File: src/sv/tick_timer_table_core_macros.svh
// Assertion macros for the tick timer table core.
// Needs clk_i and rst_ni in the scope of each use.
`ifndef TICK_TIMER_TABLE_CORE_MACROS_SVH
`define TICK_TIMER_TABLE_CORE_MACROS_SVH

`ifndef NO_ASSERTIONS
// Check that a condition holds at every clock edge out of reset.
`define TTT_ASSERT_ALWAYS(label, cond, msg) \
  label: assert property (@(posedge clk_i) disable iff (!rst_ni) (cond)) else $error(msg);
// Check that a trigger implies a consequence in the same cycle.
`define TTT_ASSERT_IMPLIES(label, trig, cons, msg) \
  label: assert property (@(posedge clk_i) disable iff (!rst_ni) (trig) |-> (cons)) \
    else $error(msg);
// Check that a trigger implies a consequence in the next cycle.
`define TTT_ASSERT_NEXT(label, trig, cons, msg) \
  label: assert property (@(posedge clk_i) disable iff (!rst_ni) (trig) |=> (cons)) \
    else $error(msg);
`else
`define TTT_ASSERT_ALWAYS(label, cond, msg)
`define TTT_ASSERT_IMPLIES(label, trig, cons, msg)
`define TTT_ASSERT_NEXT(label, trig, cons, msg)
`endif

`endif

File: src/sv/ttt_pkg.sv
// Types, sizes and field conversions for the tick timer table core.
// No dependencies; imported by the core.
`default_nettype none

package ttt_pkg;

  // Table sizing
  localparam int SLOTS      = 16;
  localparam int DELAY_BITS = 16;
  localparam int TAG_BITS   = 8;
  localparam int IDX_W      = (SLOTS > 1) ? $clog2(SLOTS) : 1;
  localparam int CNT_W      = $clog2(SLOTS + 1);

  typedef enum logic {
    CMD_ADD  = 1'b0,
    CMD_TICK = 1'b1
  } cmd_e;

  typedef enum logic [1:0] {
    ST_ADDED   = 2'd0,
    ST_FULL    = 2'd1,
    ST_EXPIRED = 2'd2,
    ST_NONE    = 2'd3
  } status_e;

  typedef enum logic [1:0] {
    S_IDLE,
    S_WALK,
    S_FLUSH
  } state_e;

  typedef struct packed {
    cmd_e        cmd;
    logic [15:0] delay_seconds;
    logic [7:0]  timer_tag;
  } in_t;

  typedef struct packed {
    status_e    status;
    logic [7:0] expired_tag;
    logic       last;
  } out_t;

  typedef struct packed {
    logic [DELAY_BITS-1:0] delay;
    logic [TAG_BITS-1:0]   tag;
  } entry_t;

  localparam int ENTRY_W = $bits(entry_t);

  // Fit the 16-bit input delay to the stored width
  function automatic logic [DELAY_BITS-1:0] fit_delay(logic [15:0] d);
    logic [DELAY_BITS+15:0] w;
    w = {{DELAY_BITS{1'b0}}, d};
    return w[DELAY_BITS-1:0];
  endfunction

  // Fit the 8-bit input tag to the stored width
  function automatic logic [TAG_BITS-1:0] fit_tag(logic [7:0] t);
    logic [TAG_BITS+7:0] w;
    w = {{TAG_BITS{1'b0}}, t};
    return w[TAG_BITS-1:0];
  endfunction

  // Fit a stored tag to the 8-bit result field
  function automatic logic [7:0] out_tag(logic [TAG_BITS-1:0] t);
    logic [TAG_BITS+7:0] w;
    w = {8'd0, t};
    return w[7:0];
  endfunction

endpackage

`default_nettype wire

File: src/sv/ttt_ram.sv
// Generic single-write, single-read RAM with a registered read port.
// No dependencies.
`default_nettype none

module ttt_ram #(
  parameter int WIDTH = 8,
  parameter int DEPTH = 16
) (
  input  wire logic                          clk_i,
  input  wire logic                          we_i,
  input  wire logic [((DEPTH > 1) ? $clog2(DEPTH) : 1)-1:0] waddr_i,
  input  wire logic [WIDTH-1:0]              wdata_i,
  input  wire logic                          re_i,
  input  wire logic [((DEPTH > 1) ? $clog2(DEPTH) : 1)-1:0] raddr_i,
  output logic      [WIDTH-1:0]              rdata_o
);

  logic [WIDTH-1:0] mem_q [DEPTH];
  logic [WIDTH-1:0] rdata_q;

  // Write port
  always_ff @(posedge clk_i) begin
    if (we_i) begin
      mem_q[waddr_i] <= wdata_i;
    end
  end

  // Registered read port
  always_ff @(posedge clk_i) begin
    if (re_i) begin
      rdata_q <= mem_q[raddr_i];
    end
  end

  assign rdata_o = rdata_q;

endmodule

`default_nettype wire

File: src/sv/tick_timer_table_core.sv
// An add, or a tick on an empty table, gives its result in the cycle after acceptance.
// A tick on a table of n entries stays busy while it walks the entries and then flushes;
// its final result follows in the cycle after the flush, expiries before it in table order.
// Adds are taken one per cycle while not busy; a tick walks one entry per cycle through the
// single RAM read port. Reset empties the table at once (entry count zero, no clearing pass);
// the receiver cannot stall, each result strobes for exactly one cycle.
`default_nettype none
`include "tick_timer_table_core_macros.svh"

module tick_timer_table_core (
  input  wire logic          clk_i,
  input  wire logic          rst_ni,
  input  wire logic          start,
  input  wire ttt_pkg::in_t  in_i,
  output logic               busy,
  output logic               strobe_o,
  output ttt_pkg::out_t      res_o
);

  import ttt_pkg::*;

  state_e              state_q, state_d;
  logic [CNT_W-1:0]    count_q, count_d;
  logic [CNT_W-1:0]    rd_q, rd_d;
  logic [CNT_W-1:0]    wr_q, wr_d;
  logic                pend_q, pend_d;
  logic [TAG_BITS-1:0] pend_tag_q, pend_tag_d;
  logic                strobe_q, strobe_d;
  out_t                res_q, res_d;

  logic               accept;
  logic               full;
  logic               more;
  logic               ram_we, ram_re;
  logic [IDX_W-1:0]   ram_waddr, ram_raddr;
  entry_t             ram_wdata, ram_rdata;
  logic [ENTRY_W-1:0] ram_rdata_raw;

  assign busy   = (state_q != S_IDLE);
  assign accept = start && !busy;
  assign full   = (count_q == CNT_W'(SLOTS));
  assign more   = (rd_q < count_q);

  // Entry storage
  ttt_ram #(
    .WIDTH (ENTRY_W),
    .DEPTH (SLOTS)
  ) u_ram (
    .clk_i   (clk_i),
    .we_i    (ram_we),
    .waddr_i (ram_waddr),
    .wdata_i (ram_wdata),
    .re_i    (ram_re),
    .raddr_i (ram_raddr),
    .rdata_o (ram_rdata_raw)
  );

  assign ram_rdata = entry_t'(ram_rdata_raw);

  // Next state
  always_comb begin
    state_d = state_q;
    unique case (state_q)
      S_IDLE: begin
        if (accept && in_i.cmd == CMD_TICK && count_q != '0) begin
          state_d = S_WALK;
        end
      end
      S_WALK: begin
        if (!more) begin
          state_d = S_FLUSH;
        end
      end
      S_FLUSH: begin
        state_d = S_IDLE;
      end
      default: state_d = S_IDLE;
    endcase
  end

  // Datapath: read, count down, compact and report
  always_comb begin
    count_d    = count_q;
    rd_d       = rd_q;
    wr_d       = wr_q;
    pend_d     = pend_q;
    pend_tag_d = pend_tag_q;
    strobe_d   = 1'b0;
    res_d      = res_q;
    ram_we     = 1'b0;
    ram_waddr  = wr_q[IDX_W-1:0];
    ram_wdata  = ram_rdata;
    ram_re     = 1'b0;
    ram_raddr  = rd_q[IDX_W-1:0];

    unique case (state_q)
      S_IDLE: begin
        if (accept) begin
          unique case (in_i.cmd)
            CMD_ADD: begin
              strobe_d = 1'b1;
              if (full) begin
                res_d = '{status: ST_FULL, expired_tag: 8'd0, last: 1'b1};
              end else begin
                ram_we          = 1'b1;
                ram_waddr       = count_q[IDX_W-1:0];
                ram_wdata.delay = fit_delay(in_i.delay_seconds);
                ram_wdata.tag   = fit_tag(in_i.timer_tag);
                count_d         = count_q + CNT_W'(1);
                res_d = '{status: ST_ADDED, expired_tag: 8'd0, last: 1'b1};
              end
            end
            CMD_TICK: begin
              if (count_q == '0) begin
                strobe_d = 1'b1;
                res_d = '{status: ST_NONE, expired_tag: 8'd0, last: 1'b1};
              end else begin
                ram_re    = 1'b1;
                ram_raddr = '0;
                rd_d      = CNT_W'(1);
                wr_d      = '0;
                pend_d    = 1'b0;
              end
            end
            default: ;
          endcase
        end
      end
      S_WALK: begin
        // Hold back each expiry until the next one or the flush so the final one can carry last
        if (ram_rdata.delay == '0) begin
          if (pend_q) begin
            strobe_d = 1'b1;
            res_d = '{status: ST_EXPIRED, expired_tag: out_tag(pend_tag_q), last: 1'b0};
          end
          pend_d     = 1'b1;
          pend_tag_d = ram_rdata.tag;
        end else begin
          ram_we          = 1'b1;
          ram_waddr       = wr_q[IDX_W-1:0];
          ram_wdata.delay = ram_rdata.delay - DELAY_BITS'(1);
          ram_wdata.tag   = ram_rdata.tag;
          wr_d            = wr_q + CNT_W'(1);
        end
        // Advance the read pointer
        if (more) begin
          ram_re    = 1'b1;
          ram_raddr = rd_q[IDX_W-1:0];
          rd_d      = rd_q + CNT_W'(1);
        end
      end
      S_FLUSH: begin
        strobe_d = 1'b1;
        count_d  = wr_q;
        if (pend_q) begin
          res_d = '{status: ST_EXPIRED, expired_tag: out_tag(pend_tag_q), last: 1'b1};
        end else begin
          res_d = '{status: ST_NONE, expired_tag: 8'd0, last: 1'b1};
        end
      end
      default: ;
    endcase
  end

  // Control registers
  always_ff @(posedge clk_i or negedge rst_ni) begin
    if (!rst_ni) begin
      state_q  <= S_IDLE;
      count_q  <= '0;
      rd_q     <= '0;
      wr_q     <= '0;
      pend_q   <= 1'b0;
      strobe_q <= 1'b0;
    end else begin
      state_q  <= state_d;
      count_q  <= count_d;
      rd_q     <= rd_d;
      wr_q     <= wr_d;
      pend_q   <= pend_d;
      strobe_q <= strobe_d;
    end
  end

  // Payload registers
  always_ff @(posedge clk_i) begin
    pend_tag_q <= pend_tag_d;
    res_q      <= res_d;
  end

  assign strobe_o = strobe_q;
  assign res_o    = res_q;

  // Assertions
  `TTT_ASSERT_ALWAYS(a_count_range, count_q <= CNT_W'(SLOTS), "entry count beyond table size")
  `TTT_ASSERT_IMPLIES(a_compact_behind, state_q == S_WALK, wr_q < rd_q, "write passed read")
  `TTT_ASSERT_IMPLIES(a_no_rw_clash, ram_we && ram_re, ram_waddr != ram_raddr, "RAM clash")
  `TTT_ASSERT_NEXT(a_add_result, accept && in_i.cmd == CMD_ADD, strobe_o && res_o.last, "add lost")
  `TTT_ASSERT_NEXT(a_flush_result, state_q == S_FLUSH, strobe_o && res_o.last, "tick end lost")

endmodule

`default_nettype wire
File: config.mk
export PLATFORM = sky130hd
export DESIGN_NAME = tick_timer_table_core
export DESIGN_NICKNAME = d
export VERILOG_FILES = /design/src/sv/ttt_pkg.sv /design/src/sv/ttt_ram.sv /design/src/sv/tick_timer_table_core.sv
export VERILOG_INCLUDE_DIRS = /design/src /design/src/sv
export SDC_FILE = /design/constraint.sdc
export NUM_CORES = 1
export LEC_CHECK = 0
export BUFFER_PORTS_ARGS = -buffer_cell sky130_fd_sc_hd__buf_2
export CAP_MARGIN = 30
export CORE_MARGIN = 2
export CORE_UTILIZATION = 58
export DETAILED_ROUTE_END_ITERATION = 16
export GPL_TIMING_DRIVEN = 0
export PLACE_DENSITY = 0.73
export SYNTH_ARGS = -nofsm -noshare
export SYNTH_HDL_FRONTEND = slang
export SYNTH_SLANG_ARGS = --single-unit
File: constraint.sdc
create_clock -name clk_i -period 6.2 [get_ports clk_i]
set_input_delay 1.24 -clock clk_i [delete_from_list [all_inputs] [get_ports clk_i]]
set_output_delay 1.24 -clock clk_i [all_outputs]
set_load 0.02 [all_outputs]
Word level (Yosys, flattened, before mapping) --
Memories as Yosys holds them, arrays and structs flattened. A register that Yosys moved wholly into a read port is not among the register bits. Index checks and enable logic that the tools add are counted.
Storage, ports and cells: logic and storage cells 112, memory bits (writable) 384, memories kept 1, bits in registers 38
Memory list:
- u_ram.mem_q | words 16, width 24, read ports 1, clocked after Yosys merged registers in 1, wr ports 1, RTL line ttt_ram.sv:18 | logic [WIDTH-1:0] mem_q [DEPTH];
Operators by class: bitwise logic cells 1, mux-type cells 61, add/sub/neg operators 4, reduce and logical (&&, ||, !) cells 19, order comparisons 1, equality and inequality tests 15
Operator list (number):
- 2-to-1 mux 24 bit | 4
- 2-to-1 mux 5 bit | 11
- case mux 24 bit (2 select lines) | 1
- 2-to-1 mux 11 bit | 4
- case mux 11 bit (3 select lines) | 1
- 2-to-1 mux 4 bit | 8
- case mux 5 bit (2 select lines) | 3
- != test 2 bit (second input constant) | 11
- case mux 11 bit (2 select lines) | 1
- 2-to-1 mux 10 bit | 2
- AND reduction 5 bit | 4
- 2-to-1 mux 1 bit | 18
- logical NOT 16 bit | 1
- subtractor 16 x 1 -> 16 bit (second input constant) | 1
- adder 5 x 1 -> 5 bit (second input constant) | 3
- case mux 1 bit (2 select lines) | 4
- nonzero test 2 bit | 3
- equality test 5 bit (second input constant) | 1
- logical NOT 5 bit | 1
- less-than comparator 5 bit | 1
- nonzero test 5 bit | 1
- 2-to-1 mux 2 bit | 2
- case mux 2 bit (2 select lines) | 1
- AND reduction 2 bit | 2
- 10 further kinds | 12

Longest topological paths before layout --
word-level depth 7, gate-level depth with buffers 11

Cells and area by module --
Synthesis repeated with hierarchy kept, for this count alone.
Second synthesis, totals: cell total of the unflattened synthesis 969, area, all modules 18094.9 um2
By module, submodules not included:
- ttt_ram | instances 1, area an instance 15170.8 um2, cells each 636
- tick_timer_table_core | instances 1, area an instance 2924.1 um2, cells each 333

Least setup slack after synthesis --
Ideal clock, no wire load.
kind in2reg, from input port in_i[24] (netlist name), to memory u_ram.mem_q[7][0] (netlist name) (enable), path slack 1103 ps, stages on the path 7, arrival time 4631 ps, cell sequence clkbuf_1 > and3b_1 > clkbuf_1 > nand2b_1 > buf_2 > a21boi_1 > nor4_1
Between the ends: word-level cells in the longest chain between the ends 5, elaborated cells between the ends (all ways) 8, classes of those cells mux: 8
RTL lines:
- start: declaration | RTL line tick_timer_table_core.sv:14 | input wire ttt_pkg::in_t in_i,
- 2-to-1 mux 1 bit | RTL line tick_timer_table_core.sv:99 | unique case (in_i.cmd)
- 2-to-1 mux 1 bit | RTL line tick_timer_table_core.sv:98 | if (accept) begin
- case mux 1 bit (2 select lines) | RTL line tick_timer_table_core.sv:96 | unique case (state_q)
- 2-to-1 mux 1 bit | RTL line ttt_ram.sv:23 | if (we_i) begin
- 2-to-1 mux 1 bit (implied by the code) | RTL line ttt_ram.sv:24 | mem_q[waddr_i] <= wdata_i;
- end: declaration | RTL line ttt_ram.sv:18
Several ways; a longest one is shown, not always the timed one.

Worst setup path in the final report --
from input port start, to memory u_ram.mem_q[9][11] (netlist name) (enable)
Between the ends: word-level cells in the longest chain between the ends 5, elaborated cells between the ends (all ways) 7, classes of those cells mux: 6; reduce/logical: 1
RTL lines:
- start: declaration | RTL line tick_timer_table_core.sv:13 | input wire logic start,
- logical AND 1 bit * | RTL line tick_timer_table_core.sv:40 | assign accept = start && !busy;
- 2-to-1 mux 1 bit | RTL line tick_timer_table_core.sv:98
- case mux 1 bit (2 select lines) | RTL line tick_timer_table_core.sv:96
- 2-to-1 mux 1 bit | RTL line ttt_ram.sv:23
- 2-to-1 mux 1 bit (implied by the code) | RTL line ttt_ram.sv:24
Every way passes the cells marked *; elsewhere a longest branch is shown, timed or not.

==> reports/results.tsv <==
stage	metric	value	unit
outcome	status	completed	
yosys	synth_edf_count	427	
yosys	synth-seq-area-share	69.41	%
timing	min_period_over_period	60.39	%
detailed_routing	dr.pass1.iters	5	
setup_path	required	6360	ps
place	gp_congestion	0.9360	
setup_path	crit_arrival	3910	ps
final_layout	multi_input_area	5549	sq um
floorplanning	die_w	185.7	um
timing	drv_slew	0	
timing	rsz0062_at_grt	no	
global_routing	antenna_found_initial	0	
pwr	p_per_area	546.5	nW/um^2
timing	max_freq	267.1	MHz
yosys	syn_avg_cell_area	15.40	sq um
global_routing	grt.busiest_layer	met2	
detailed_routing	drtIter0Drc	1613	
final_layout	design_area	22020	sq um
yosys	synthDistinctLibCells	72	
final_layout	n_fill_cell	2251	
setup_path	cp-start-kind	primary input	
global_routing	use_met2	47.26	%
timing	tightest_slew	1105	ps
detailed_routing	wire_per_inst	27.48	um
yosys	syn_inst	1244	
yosys	async_flop_share	4.260	%
yosys	yosys-top-cells-area	edfxtp_1, mux4_2, mux2_2, dfrtp_1, o21ai_0	
place	placedInstanceArea	20490	sq um
pwr	p_leak	7.159	nW
yosys	syn-cell-area	19160	sq um
clocking	clk_pin_slew	70	ps
setup_path	crit_type	primary input to flip-flop	
floorplanning	die_area	34500	sq um
yosys	ys.flop_type	edfxtp_1	
clocking	post_cts_resized	0	
clocking	cts.sinks	446	
yosys	synth_top_area_share	66.93	%
place	port_buffers	38	
pwr	peakVddDrop	0.2475	mV
yosys	yosysTopAreaCell	edfxtp_1	
global_routing	track_usage	29.98	%
final_layout	register_area	13300	sq um
yosys	synth_seq_cells	446	
global_routing	use_met1	41.34	%
timing	setup_viol	0	
yosys	synth_fp_nets	1287	
clocking	clock_path_buffers	3	
global_routing	grt_max_degree	25	
final_layout	drive_above_1_share	22.24	%
clocking	clk_latency	550	ps
detailed_routing	avgViaCountPerCell	6.659	
final_layout	area_growth	14.96	%
worst_hold_path	hold_path.class	flip-flop to flip-flop	
timing	clock_skew	11.52	ps
global_routing	grt_pass1_wl	74.22	mm
final_layout	nNetsFinal	1419	
final_layout	final_cell_mix	edfxtp_1, o21ai_0, clkbuf_1	
clocking	cts_root_buffer	clkbuf_16	
detailed_routing	vias	12345	
final_layout	fin_util	67.69	%
timing	min_period	3744	ps
clocking	cts-htree-levels	2	
clocking	postCtsSetupRepairBufs	0	
final_layout	final_common_cell	edfxtp_1	
floorplanning	die_height	185.7	um
detailed_routing	drc	0	
floorplanning	coreArea	32540	sq um
floorplanning	pin_count	41	
detailed_routing	drt_wl_total	50.94	mm
setup_path	reg2reg_slack	2490	ps
floorplanning	start_util	58.88	%
place	dp_hpwl	35.27	mm
detailed_routing	ant_nets	0	
timing	max_slew_margin	25.57	%
clocking	cts_tree	built	
setup_path	cp_max_fo	24	
timing	setup_slack	2456	ps
global_routing	use_met3	6.026	%
clocking	cts_hold_buf	0	
setup_path	end_kind	flip-flop	
global_routing	overflow	0	
timing	hold_violations	0	
place	pre_cts_ws	1952	ps
floorplanning	rows	66	
flow_run	cap_violations	0	
global_routing	grt_pass1_vias	11985	
clocking	numCtsBuffers	45	
final_layout	antenna_cells	0	
yosys	synth_warnings	0	
## per-layer routing
layer / vias up / wire length [um]
met1: 6142 / 19480
met4: 0 / 2223
met3: 150 / 5516
li1: 5204 / -
met5: - / 0
met2: 849 / 23730
## report_power, final
group	total [mW]	leakage (nW)	switching, mW	internal (mW)
Sequential	4.84	4.12	0.279	4.56
Combinational	4.52	2.32	2.99	1.53
Clock	2.68	0.725	1.13	1.55
## flip-flops by register name, indices dropped and copies added, names as in the netlist
register and flops:
res_o 11, wr_q 5, pend_tag_q 8, pend_q 1
state_q 2, rd_q 5, strobe_o 1, u_ram.mem_q 384
u_ram.rdata_o 24, count_q 5
## stage by stage
step / TNS (ps) / std cells / hold slack [ps] / power, mW
5_1_grt: 0 / 1854 / 493.3 / 12.48
4_1_cts: 0 / 1845 / 472.8 / 11.88
2_1_floorplan: 0 / 1244 / 426.4 / 7.550
3_3_place_gp: -164920 / 1724 / 452.9 / 8.876
3_5_place_dp: 0 / 1762 / 455.9 / 9.222
6_report: 0 / 1854 / 479.0 / 12.04
## cells in the mapped netlist (2+ instances only)
master,count
o2bb2ai_1,24
or2_2,2
mux2_2,50
o21ai_0,74
a21oi_1,68
o311ai_4,2
a22oi_1,6
a31oi_1,54
dfrtp_1,19
nor3b_1,2
mux4_2,48
buf_1,5
nor2_1,54
nor2b_1,51
o211ai_1,6
and2_1,9
buf_2,17
nand3_1,9
xor2_1,2
mux2i_1,5
o21a_1,28
nand2_1,59
or3_1,6
nor3_1,12
o22ai_1,5
a211o_1,2
nand2b_1,4
nand4_1,4
inv_1,17
clkbuf_1,61
a21o_1,5
xnor2_1,6
o31ai_1,6
a22o_1,7
o311ai_0,2
o31a_1,2
ha_1,15
edfxtp_1,427
o221ai_1,29
nor4_1,6
o21ai_1,3
## kinds of logic after synthesis
kind of cell	after synthesis	synth area share [%]
xor+xnor	8	0.3658
flops	446	69.41
buf+inv	103	2.240
fa+ha+maj	15	0.9797
simple gates	232	6.381
mux	103	8.843
compound gates	337	11.78
## worst paths after layout
kind,endpoint,cells after the start,from
max,u_ram.mem_q[9][11]$_DFFE_PP_,8,start
min,pend_tag_q[1]$_DFFE_PP_,0,u_ram.rdata_o[1]$_DFFE_PP_
max reg2reg,u_ram.mem_q[9][11]$_DFFE_PP_,9,count_q[0]$_DFFE_PN0P_
min reg2reg,pend_tag_q[1]$_DFFE_PP_,0,u_ram.rdata_o[1]$_DFFE_PP_
max in group asynchronous,state_q[1]$_DFFE_PN0P_,1,rst_ni
min in group asynchronous,rd_q[4]$_DFFE_PN0P_,1,rst_ni
## worst max-delay path, stage by stage
cell	delay [ps]
clkbuf_1	230
and3b_1	220
clkbuf_1	280
nand2b_1	80
buf_2	180
a21boi_1	650
nand2_1	210
nor2_4	790
## layout make-up
class / count / area share (%)
clock inverter: 26 / 1.199
buffer: 86 / 1.659
sequential: 446 / 60.38
timing repair buffer: 85 / 3.307
inverter: 17 / 0.2898
clock buffer: 57 / 5.454
multi-input combinational: 695 / 25.20
tap: 442 / 2.511
Power figures use the tool's default switching activity.
